$ cat src/hdl/he_pkg.sv
package he_pkg;

  localparam int PIX_W = 8;
  localparam int CNT_W = 21;
  localparam int CMP_W = 25;
  localparam int PROD_W = CNT_W + PIX_W;
  localparam int NUM_W = 38;
  localparam int THR_W = 31;

  localparam logic CMD_HIST  = 1'b0;
  localparam logic CMD_REMAP = 1'b1;

  typedef enum logic [1:0] {
    ST_CLEAR,
    ST_RUN,
    ST_DRAIN,
    ST_BUILD
  } ctl_state_t;

  typedef enum logic [2:0] {
    BS_CLEAR,
    BS_IDLE,
    BS_READ,
    BS_MUL,
    BS_ACC,
    BS_STEP
  } bld_state_t;

  typedef struct packed {
    logic             en;
    logic [PIX_W-1:0] addr;
  } sweep_t;

  typedef struct packed {
    logic             en;
    logic [PIX_W-1:0] addr;
    logic [PIX_W-1:0] data;
  } tbl_wr_t;

endpackage

$ cat src/hdl/he_build.sv
module he_build #(
  parameter int LEVELS = 256
) (
  input  logic                     clk,
  input  logic                     rst_n,
  input  logic                     start,
  input  logic [he_pkg::PIX_W-1:0] m,
  input  logic [he_pkg::CNT_W-1:0] n,
  input  logic [he_pkg::CNT_W-1:0] hist_rdata,
  output he_pkg::sweep_t           sweep,
  output he_pkg::tbl_wr_t          tbl_wr,
  output logic                     done
);
  import he_pkg::*;

  localparam int IDX_W = $clog2(LEVELS);
  localparam logic [IDX_W-1:0] K_LAST = IDX_W'(LEVELS - 1);

  bld_state_t        state_r, state_nxt;
  logic [IDX_W-1:0]  k_r, k_nxt;
  logic [PIX_W-1:0]  m_r;
  logic [CNT_W:0]    two_n_r;
  logic              n_zero_r;
  logic [PROD_W-1:0] prod_r;
  logic [NUM_W-1:0]  num_r;
  logic [THR_W-1:0]  thr_r;
  logic [PIX_W-1:0]  q_r;
  logic              step_up;

  assign step_up = !n_zero_r && (q_r != m_r) && (NUM_W'(thr_r) <= num_r);

  always_ff @(posedge clk) begin
    if (!rst_n) begin
      state_r <= BS_CLEAR;
      k_r     <= '0;
    end else begin
      state_r <= state_nxt;
      k_r     <= k_nxt;
    end
  end

  always_comb begin
    state_nxt   = state_r;
    k_nxt       = k_r;
    sweep.en    = 1'b0;
    sweep.addr  = PIX_W'(k_r);
    tbl_wr.en   = 1'b0;
    tbl_wr.addr = PIX_W'(k_r);
    tbl_wr.data = q_r;
    done        = 1'b0;
    case (state_r)
      BS_CLEAR: begin
        sweep.en = 1'b1;
        if (k_r == K_LAST) begin
          done      = 1'b1;
          k_nxt     = '0;
          state_nxt = BS_IDLE;
        end else begin
          k_nxt = k_r + 1'b1;
        end
      end
      BS_IDLE: begin
        if (start) begin
          k_nxt     = '0;
          state_nxt = BS_READ;
        end
      end
      BS_READ: begin
        sweep.en  = 1'b1;
        state_nxt = BS_MUL;
      end
      BS_MUL: begin
        state_nxt = BS_ACC;
      end
      BS_ACC: begin
        state_nxt = BS_STEP;
      end
      BS_STEP: begin
        if (!step_up) begin
          tbl_wr.en = 1'b1;
          if (k_r == K_LAST) begin
            done      = 1'b1;
            k_nxt     = '0;
            state_nxt = BS_IDLE;
          end else begin
            k_nxt     = k_r + 1'b1;
            state_nxt = BS_READ;
          end
        end
      end
      default: begin
        state_nxt = BS_IDLE;
      end
    endcase
  end

  always_ff @(posedge clk) begin
    case (state_r)
      BS_IDLE: begin
        m_r      <= m;
        two_n_r  <= {n, 1'b0};
        n_zero_r <= (n == '0);
        num_r    <= NUM_W'(n);
        thr_r    <= THR_W'({n, 1'b0});
        q_r      <= '0;
      end
      BS_MUL: begin
        if (PIX_W'(k_r) <= m_r) begin
          prod_r <= PROD_W'(hist_rdata * m_r);
        end else begin
          prod_r <= '0;
        end
      end
      BS_ACC: begin
        num_r <= num_r + NUM_W'({prod_r, 1'b0});
      end
      BS_STEP: begin
        if (step_up) begin
          q_r   <= q_r + 1'b1;
          thr_r <= thr_r + THR_W'(two_n_r);
        end
      end
      default: begin
      end
    endcase
  end

endmodule

$ cat config.mk
export PLATFORM = sky130hd
export DESIGN_NAME = he_build
export DESIGN_NICKNAME = d
export VERILOG_FILES = /design/src/hdl/he_pkg.sv /design/src/hdl/he_build.sv
export SDC_FILE = /design/constraint.sdc
export NUM_CORES = 1
export LEC_CHECK = 0
export BUFFER_PORTS_ARGS = -buffer_cell sky130_fd_sc_hd__buf_2
export CORE_MARGIN = 2
export CORE_UTILIZATION = 56
export DETAILED_ROUTE_END_ITERATION = 10
export PLACE_DENSITY = 0.74
export RECOVER_POWER = 50
export SLEW_MARGIN = 20
export SYNTH_ARGS = -nofsm -noshare
export SYNTH_HDL_FRONTEND = slang
export SYNTH_SLANG_ARGS = --single-unit
export TNS_END_PERCENT = 5
$ cat constraint.sdc
create_clock -name clk -period 6.6 [get_ports clk]
set_input_delay 0.33 -clock clk [delete_from_list [all_inputs] [get_ports clk]]
set_output_delay 0.33 -clock clk [all_outputs]
set_load 0.01 [all_outputs]
==> results of run 1 <==
==> metrics by stage <==
| stage | total power [mW] | setup slack (ns) | cells |
|---|---|---|---|
| floorplan | 1.86 | 1.08 | 1549 |
| global placement | 2.03 | 0.838 | 1927 |
| detailed placement | 2.06 | 0.796 | 1927 |
| CTS | 3.07 | 0.788 | 1958 |
| global route | 3.25 | 0.508 | 1958 |
| finish | 3.05 | 0.825 | 1958 |
==> worst max-delay path by stage <==
stage / to / from / slack (ns)
floorplan: prod_r[23] / m_r[7] / 1.08
global placement: prod_r[23] / m_r[4] / 0.84
detailed placement: prod_r[23] / m_r[4] / 0.80
CTS: prod_r[23] / m_r[4] / 0.79
global route: prod_r[28] / m_r[7] / 0.51
finish: prod_r[23] / m_r[4] / 0.82
==> report_power, final <==
| part | total [mW] | internal, mW | leakage (nW) | switching [mW] |
|---|---|---|---|---|
| combinational | 0.978 | 0.427 | 5.53 | 0.551 |
| sequential | 1.06 | 1.06 | 1.30 | 0.00310 |
| clock | 1.02 | 0.601 | 0.286 | 0.414 |
==> cell type report <==
cell class / instances / area, sq um / area share, %
clock inverters: 13 / 176 / 1.12
clock buffers: 18 / 429 / 2.71
flip-flops and latches: 146 / 4270 / 27.0
repair buffers: 91 / 415 / 2.63
inverters: 198 / 743 / 4.70
well taps: 335 / 419 / 2.65
multi-input cells: 1157 / 9350 / 59.1
==> registers in the layout, indices dropped and copies added (netlist names) <==
signal and count:
prod_r 29, k_r 8, n_zero_r 1, m_r 8
num_r 38, two_n_r 21, state_r 3, q_r 8
thr_r 30
==> cell usage in the layout, fill, tap and decap left out, drive strengths merged, types with 5 or more instances in the layout <==
cell	Yosys	final
inv	198	202
nand2	153	153
ha	139	139
edfxtp	135	135
and2	121	121
fa	116	116
o21ai	94	94
nor2	82	82
a21oi	76	76
clkbuf	39	68
xor2	49	49
a21o	43	43
buf	9	41
nand3	30	30
xnor2	28	28
nor3	24	24
nor2b	20	20
nand2b	18	18
or3	14	14
and3	13	13
o21a	13	13
nand4	13	13
o211ai	13	13
nor4	11	11
dfxtp	11	11
a211oi	9	9
a31oi	6	6
o21bai	6	6
a21boi	5	5
==> worst register-to-register path: cells and delay by family, from the launching register on <==
family / cells / cell delay, ns
compound gates: 6 / 1.81
xor+xnor: 1 / 0.17
fa+ha+maj: 5 / 2.38
buf+inv: 5 / 0.41
flops: 1 / 0.40
simple gates: 3 / 0.35
==> logic make-up after synthesis <==
kind of cell	Yosys count	synth area share, %
buffers and inverters	246	6.55
AOI/OAI and AO/OA	303	13.3
adders and majority gates	255	27.9
muxes	4	0.275
DFF	146	29.3
and+or+nand+nor	518	18.1
xor gates and xnor gates	77	4.63
==> metal layers <==
layer | wire length, um | up-vias | share of wire, %
li1 | - | 5393 | -
met1 | 14800 | 5223 | 46
met2 | 14800 | 301 | 46
met3 | 1950 | 31 | 6.1
met4 | 483 | 0 | 1.5
met5 | 0 | - | 0
==> flow_summary.json, run 1 <==
{
  "hold_path.class": "input pin to flop",
  "initial_core_util_pct": 56.5,
  "totalNegativeSetupSlack_ns": 0,
  "number_of_levels_in_the_clock_h_tree": 4,
  "chip_width_um": 165,
  "clk_path_buf_depth": 2,
  "io_pins": 80,
  "number_of_i_o_port_buffers": 79,
  "synthesis.area_sq_um": 14600,
  "cts_num_sinks": 146,
  "crit_path_max_fanout": 21,
  "path_buf_inv": 5,
  "cp_num_cells": 20,
  "tritoncts.num_buffers": 17,
  "outcome": "complete, but fails checks",
  "timing.fmax_mhz": 173,
  "critical_path_required_ns": 6.76,
  "fin_skew_ns": 0.0111,
  "worst_hold_endpoint": "m_r[0]",
  "syn-instance-count": 1549,
  "finalWeightedCongestion": 0.911,
  "synth_flop_cell": "edfxtp_1",
  "worst_r2r_endpoint": "prod_r[23]",
  "timing.reg2reg.worst_path_depth": 20,
  "cp_slowest_cell": "fa_1",
  "cts_repair_resize_count": 0,
  "grt_use_total_pct": 24.8,
  "post-synth-top-count-cell": "inv_1",
  "synth_warnings": 0,
  "finalInstanceArea_sq_um": 15800,
  "post_route_cells_drive_above_1_share_pct": 5.48,
  "finalCritPeriodShare_pct": 87.5,
  "maxCapViolCount": 4,
  "antenna_found_initial": 0,
  "synth.ff_latch_count": 146,
  "synth_cell_types": 62,
  "syn2layout_area_growth_pct": 8.55,
  "path_delay_family": "adder cells",
  "worstSetupPathType": "flop to flop",
  "final_util_pct": 61.4,
  "via_count_of_the_first_global_routing_pass": 10900,
  "chain_of_cells_forming_the_critical_path": "buf_4, and2_1, fa_1, inv_1, fa_1, inv_1, fa_1, inv_1, fa_1, inv_1, ha_1, o21a_1, o31a_1, o41a_1, o41a_1, a311oi_4, nor3_2, a2111oi_4, xor2_1, nor2_1",
  "synth_top_cells_by_count": "inv_1 (198), nand2_1 (153), ha_1 (139)",
  "synth_largest_area_cell": "edfxtp_1",
  "unrepaired_setup_endpoints_after_global_routing": "no",
  "hold_path_startpoint": "m[0]",
  "relSlewSlack_pct": -86.2,
  "fp.dieArea_sq_um": 27300,
  "cp-start-kind": "flop",
  "wirelength_um": 32000,
  "drt_pass1_iterations": 7,
  "first_iter_violations": 630,
  "grt_remaining_overflow": 0,
  "vias": 10900,
  "cts_root_buf": "clkbuf_16",
  "core_area_sq_um": 25800,
  "grt.met1_usage_pct": 34.2,
  "hold-path-cell-count": 1,
  "critical_path_arrival_ns": 5.94,
  "endpoints_failing_hold": 0,
  "gr-usage-met3_pct": 5.22,
  "rrSetupSlack_ns": 0.82,
  "post-cts-setup-buffers": 0,
  "wl_per_cell_um": 16.3,
  "grt_pass1_wl_um": 53500,
  "detail_route.vias_per_cell": 5.59,
  "grt_start_max_net_pins": 64,
  "dpl.hpwl_um": 25400,
  "number_of_setup_violations_in_the_final_report": 0,
  "synth-edff-count": 135,
  "core.rowCount": 59,
  "worst_slew_pin_slew_ns": 2.79,
  "hold-worst-slack_ns": 0.0779,
  "synth.yosys.seq_area_share_pct": 29.3,
  "worst_ir_drop_vdd_mv": 0.162,
  "cts.reportedPaths.clkPinSlew_ns": 0.07,
  "cts_tree": "built",
  "critical_path.reg2reg.startpoint": "m_r[4]",
  "diodes": 0,
  "finalNetCount": 1919,
  "finalMaxSlewViolations": 179,
  "grt-busiest-layer": "met2",
  "cp_slowest_stage_delay_ns": 0.54,
  "cts_hold_buf": 0,
  "route.detailed.drc": 0,
  "violations_in_the_final_reports": "capacitance limit, slew limit",
  "vertical_extent_of_the_die_um": 165,
  "asyncSetResetFlopFracSynth_pct": 0,
  "use_met2_pct": 39.9,
  "pwr_per_cell_area_nw_per_um2": 193,
  "dpl_cell_area_sq_um": 15300,
  "synth.top_cell.area_share_pct": 27.8,
  "final_antenna_net_count": 0,
  "p_leak_nw": 7.11,
  "clkLatencyLatePin_ns": 0.42,
  "synthesis.nets": 1857,
  "fill_cells": 2179,
  "final_period_minus_worst_setup_slack_ns": 5.78,
  "sort_of_element_at_the_end_of_the_critical_path": "flop",
  "post_synth_main_area_contributors": "edfxtp_1 (28%), fa_1 (16%), ha_1 (12%), and2_1 (5.2%), inv_1 (5.1%)",
  "avgSynthCellArea_sq_um": 9.40
}
Note: power is estimated with default switching activity, not from simulation.
==> inputs of run 2 (changes only) <==
--- a/config.mk
+++ b/config.mk
@@ -6,6 +6,7 @@
 export NUM_CORES = 1
 export LEC_CHECK = 0
 export BUFFER_PORTS_ARGS = -buffer_cell sky130_fd_sc_hd__buf_2
+export CAP_MARGIN = 10
 export CORE_MARGIN = 2
 export CORE_UTILIZATION = 56
 export DETAILED_ROUTE_END_ITERATION = 10
==> constraint.sdc (replaced) <==
create_clock -name clk -period 6.6 [get_ports clk]
set_input_delay 1.32 -clock clk [delete_from_list [all_inputs] [get_ports clk]]
set_output_delay 1.32 -clock clk [all_outputs]
set_load 0.01 [all_outputs]
==> run 2 against run 1 <==
The flow still finishes with violations (capacitance limit, slew limit). Global-route usage is 0.89 points higher. Via count up 2.3%. Utilization grew 0.19 points. Highest routed layer unchanged.
==> flow_summary.json, run 2 (synthesis gave the netlist of run 1 again) <==
{
  "core.rowCount": 59,
  "initial_core_util_pct": 56.5,
  "finalCritPeriodShare_pct": 93.2,
  "power.total_mw": 3.06,
  "worstSetupPathType": "input pin to flop",
  "tritoncts.num_buffers": 17,
  "wl_per_cell_um": 17.0,
  "io_pins": 80,
  "layout_commonest_cell": "inv_1",
  "core_area_sq_um": 25800,
  "maxCapViolCount": 5,
  "p_leak_nw": 7.15,
  "cts_root_buf": "clkbuf_16",
  "path_buf_inv": 6,
  "cts_tree": "built",
  "fill_cells": 2178,
  "critical_path_arrival_ns": 6.41,
  "max_flop_register": "num_r",
  "outcome": "complete, but fails checks",
  "antenna_found_initial": 0,
  "worst_slew_pin_slew_ns": 2.39,
  "diodes": 0,
  "multiInputGateArea_sq_um": 9350,
  "top_regs": "num_r x38, thr_r x30, prod_r x29",
  "unrepaired_setup_endpoints_after_global_routing": "no",
  "cp_slowest_stage_delay_ns": 0.57,
  "post-place-ws_ns": 0.0512,
  "pwr_per_cell_area_nw_per_um2": 193,
  "number_of_i_o_port_buffers": 79,
  "vertical_extent_of_the_die_um": 165,
  "path_delay_family": "adder cells",
  "finalMaxSlewViolations": 209,
  "finalNetCount": 1929,
  "cp-start-kind": "input pin",
  "cts_repair_resize_count": 0,
  "number_of_setup_violations_in_the_final_report": 0,
  "fin_skew_ns": 0.0163,
  "fp.dieArea_sq_um": 27300,
  "first_iter_violations": 939,
  "clk_path_buf_depth": 2,
  "chip_width_um": 165,
  "layout_setup_ws_ns": 0.450,
  "cp_slowest_cell": "o21ai_0",
  "detail_route.vias_per_cell": 5.69,
  "final_period_minus_worst_setup_slack_ns": 6.15,
  "wirelength_um": 33500,
  "totalNegativeSetupSlack_ns": 0,
  "violations_in_the_final_reports": "capacitance limit, slew limit",
  "final_antenna_net_count": 0,
  "cts_num_sinks": 146,
  "clkLatencyLatePin_ns": 0.43,
  "sort_of_element_at_the_end_of_the_critical_path": "flop",
  "largest_reg_flops": 38,
  "cts_hold_buf": 0,
  "finalWeightedCongestion": 0.929,
  "critical_path_required_ns": 6.86,
  "endpoints_failing_hold": 0,
  "crit_path_max_fanout": 5,
  "timing.fmax_mhz": 163,
  "final_cell_mix": "inv_1 (198), nand2_1 (153), ha_1 (139)",
  "vias": 11200,
  "post_route_cells_drive_above_1_share_pct": 6.00,
  "hold_path.class": "flop to flop",
  "cts.reportedPaths.clkPinSlew_ns": 0.06,
  "dpl.hpwl_um": 25900,
  "syn2layout_area_growth_pct": 8.88,
  "grt_pass1_wl_um": 55000,
  "route.detailed.drc": 0,
  "relSlewSlack_pct": -59.2,
  "via_count_of_the_first_global_routing_pass": 11200,
  "drt_pass1_iterations": 5,
  "post-cts-setup-buffers": 0,
  "grt_use_total_pct": 25.6,
  "chain_of_cells_forming_the_critical_path": "buf_2, and2_1, fa_1, inv_1, fa_1, inv_1, fa_1, inv_1, fa_1, inv_1, ha_1, buf_4, nand3_1, o22ai_1, o22ai_1, o21ai_0, a211oi_1, nor3_1, nor4_1, or3_1, a21oi_1",
  "grt_remaining_overflow": 0,
  "grt_start_max_net_pins": 55,
  "layout.area.seq_sq_um": 4270,
  "worst_ir_drop_vdd_mv": 0.147,
  "number_of_levels_in_the_clock_h_tree": 4
}
run 2: worst paths after layout:
path,start,endpoint,slack [ns],cells after the start
min,k_r[2],k_r[2],0.59,1
min reg2reg,k_r[2],k_r[2],0.59,1
max,hist_rdata[3],prod_r[28],0.45,21
max reg2reg,m_r[3],prod_r[28],0.74,19
run 2: worst reg2reg max path, delay by kind of cell, from the launching register on:
family	cells	cell delay, ns
AOI/OAI and AO/OA	5	1.40
adders and majority gates	5	2.23
buffers and inverters	4	0.51
DFF	1	0.60
and+or+nand+nor	5	0.94
run 2: metal layers:
layer / wire, um / part of all wire (%) / global-route usage, %
met3: 1870 / 5.6 / 4.85
met5: 0 / 0 / 0
met4: 757 / 2.3 / 7.94
met2: 15600 / 47 / 42.0
met1: 15300 / 46 / 34.7
run 2: where the power goes:
| part | switching (mW) | total [mW] | internal (mW) | leakage (nW) |
|---|---|---|---|---|
| combinational | 0.575 | 1.02 | 0.442 | 5.57 |
| clock | 0.425 | 0.988 | 0.563 | 0.277 |
| sequential | 0.00312 | 1.06 | 1.06 | 1.30 |
run 2: cell type report:
class | instances | share of cell area [%]
inverter | 198 | 4.69
multi-input combinational | 1157 | 58.9
tap | 335 | 2.64
timing repair buffer | 101 | 3.09
clock inverter | 14 | 0.978
sequential | 146 | 27.0
clock buffer | 18 | 2.71
run 2: through the flow:
step	std cells	hold WS, ns	util [%]	cell area (sq um)
floorplan	1549	0.541	-	14600
global placement	1937	0.563	59.6	15300
detailed placement	1937	0.561	59.6	15300
CTS	1969	0.575	61.8	15900
global route	1969	0.612	61.5	15900
finish	1969	0.586	61.5	15900
==> inputs of run 3 (changes only) <==
--- a/config.mk
+++ b/config.mk
@@ -5,13 +5,14 @@
 export SDC_FILE = /design/constraint.sdc
 export NUM_CORES = 1
 export LEC_CHECK = 0
-export BUFFER_PORTS_ARGS = -buffer_cell sky130_fd_sc_hd__buf_2
 export CAP_MARGIN = 10
 export CORE_MARGIN = 2
 export CORE_UTILIZATION = 56
 export DETAILED_ROUTE_END_ITERATION = 10
-export PLACE_DENSITY = 0.74
+export DONT_BUFFER_PORTS = 1
+export PLACE_DENSITY = 0.71
 export RECOVER_POWER = 50
+export SKIP_CTS_REPAIR_TIMING = 1
 export SLEW_MARGIN = 20
 export SYNTH_ARGS = -nofsm -noshare
 export SYNTH_HDL_FRONTEND = slang
==> run 3 against run 2 <==
The run still ends with capacitance limit, slew limit left. Via count shrank 4.5%. First-iteration DRC count shrank 23%. Highest routed layer unchanged. Sequential share of layout area grew 0.66 points. Design area shrank 2.4%. Die area is the same. Hold slack gained 0.035 ns. Sequential power is essentially flat. Maximum frequency grew 2.3%. Critical endpoint is now prod_r[23]. Count of clock-buffer cells in the layout shrank 1. Total power shrank 3.1%.
==> flow_summary.json, run 3 (synthesis gave the netlist of run 1 again) <==
{
  "layout_setup_ws_ns": 0.589,
  "clkLatencyLatePin_ns": 0.43,
  "post-place-ws_ns": 0.162,
  "totalNegativeSetupSlack_ns": 0,
  "finalWeightedCongestion": 0.919,
  "chip_width_um": 165,
  "diodes": 0,
  "grt_pass1_wl_um": 54100,
  "largest_reg_flops": 38,
  "initial_core_util_pct": 56.5,
  "post-place-cells": 1852,
  "route.detailed.drc": 0,
  "maxCapViolCount": 4,
  "timing.fmax_mhz": 166,
  "post_route_cells_drive_above_1_share_pct": 3.94,
  "cp-start-kind": "input pin",
  "chain_of_cells_forming_the_critical_path": "and2_1, fa_1, inv_1, fa_1, inv_1, fa_1, inv_1, fa_1, inv_1, ha_1, o21a_1, o31a_1, o41a_1, o41a_1, a311oi_4, nor3_2, a2111oi_4, xor2_1, nor2_1",
  "worstSetupPathType": "input pin to flop",
  "final_antenna_net_count": 0,
  "unrepaired_setup_endpoints_after_global_routing": "no",
  "outcome": "complete, but fails checks",
  "syn2layout_area_growth_pct": 6.28,
  "cts_num_sinks": 146,
  "fill_cells": 2173,
  "power.total_mw": 2.97,
  "worst_r2r_endpoint": "prod_r[23]",
  "relSlewSlack_pct": -73.7,
  "critical_path_arrival_ns": 6.17,
  "critical_path_required_ns": 6.76,
  "number_of_setup_violations_in_the_final_report": 0,
  "drt_pass1_iterations": 5,
  "first_iter_violations": 723,
  "vias": 10700,
  "layout.area.seq_sq_um": 4270,
  "core.rowCount": 59,
  "pwr_per_cell_area_nw_per_um2": 192,
  "number_of_i_o_port_buffers": 0,
  "grt_start_max_net_pins": 57,
  "multiInputGateArea_sq_um": 9350,
  "hold_path_startpoint": "state_r[1]",
  "antenna_found_initial": 0,
  "crit_path_max_fanout": 8,
  "cp_slowest_cell": "fa_1",
  "tritoncts.num_buffers": 17,
  "final_cell_mix": "inv_1 (197), nand2_1 (153), ha_1 (139)",
  "timing.reg2reg.worst_path_depth": 17,
  "worst_slew_pin_slew_ns": 2.61,
  "wl_per_cell_um": 17.4,
  "grt_use_total_pct": 25.2,
  "clk_path_buf_depth": 2,
  "cts.reportedPaths.clkPinSlew_ns": 0.06,
  "path_buf_inv": 4,
  "top_regs": "num_r x38, thr_r x30, prod_r x29",
  "cp_slowest_stage_delay_ns": 0.54,
  "violations_in_the_final_reports": "capacitance limit, slew limit",
  "cts_tree": "built",
  "worst_ir_drop_vdd_mv": 0.134,
  "max_flop_register": "num_r",
  "sort_of_element_at_the_end_of_the_critical_path": "flop",
  "via_count_of_the_first_global_routing_pass": 10800,
  "fin_skew_ns": 0.0215,
  "finalCritPeriodShare_pct": 91.1,
  "final_period_minus_worst_setup_slack_ns": 6.01,
  "hold-path-cell-count": 2,
  "critical_path.reg2reg.startpoint": "m_r[5]",
  "finalMaxSlewViolations": 179,
  "path_delay_family": "adder cells",
  "number_of_levels_in_the_clock_h_tree": 4,
  "grt_remaining_overflow": 0,
  "dpl.hpwl_um": 25600,
  "detail_route.vias_per_cell": 5.68,
  "endpoints_failing_hold": 0,
  "core_area_sq_um": 25800,
  "p_leak_nw": 6.93,
  "hold_path.class": "flop to flop",
  "rrSetupSlack_ns": 0.80,
  "io_pins": 80,
  "finalNetCount": 1844,
  "fp.dieArea_sq_um": 27300,
  "wirelength_um": 32800,
  "fin_cells": 1884,
  "cp_num_cells": 19,
  "cts_root_buf": "clkbuf_16",
  "worst_hold_endpoint": "state_r[1]",
  "layout_commonest_cell": "inv_1",
  "vertical_extent_of_the_die_um": 165
}
==> run 3: changes by cell type in the layout (fill, tap and decap cells not counted), moves of 2 or more <==
cell	delta
buf_2	-34
clkbuf_1	-47
clkinv_4	-2
buf_4	-5
inv_8	+4
==> run 3: metrics by stage <==
stage | area (sq um) | utilization, % | hold WS (ns)
finish | 15500 | 60.1 | 0.621
global route | 15500 | 60.1 | 0.652
CTS | 15500 | 60.1 | 0.618
detailed placement | 14900 | 57.9 | 0.606
global placement | 14900 | 57.9 | 0.598
floorplan | 14600 | - | 0.541
==> run 3: how the worst max path moves through the flow <==
stage / from / endpoint
after floorplan: hist_rdata[3] / prod_r[23]
after global placement: hist_rdata[3] / prod_r[23]
after detailed placement: hist_rdata[3] / prod_r[23]
after CTS: hist_rdata[3] / prod_r[23]
after global routing: hist_rdata[3] / prod_r[23]
final: hist_rdata[3] / prod_r[23]
==> run 3: layout make-up <==
| class | count | area share (%) |
|---|---|---|
| Sequential cell | 146 | 27.6 |
| Inverter | 198 | 4.80 |
| Clock inverter | 15 | 1.03 |
| Clock buffer | 17 | 2.75 |
| Multi-Input combinational cell | 1157 | 60.4 |
| Timing Repair Buffer | 16 | 0.703 |
| Tap cell | 335 | 2.71 |
==> run 3: routing by layer <==
metal	track usage, %	vias to the layer above	routed length, um
met1	34.4	5149	14900
met4	7.43	0	711
met3	4.37	42	2010
li1	-	5226	-
met2	41.3	284	15100
met5	0	-	0
==> run 3: power breakdown <==
group / internal, mW / switching [mW]
Combinational: 0.418 / 0.524
Sequential: 1.05 / 0.00517
Clock: 0.537 / 0.431
==> run 3: tightest hold or removal path, stage by stage (launching register included) <==
cell and delay (ns):
dfxtp_1 0.37, a21oi_1 0.15, nor3_1 0.05
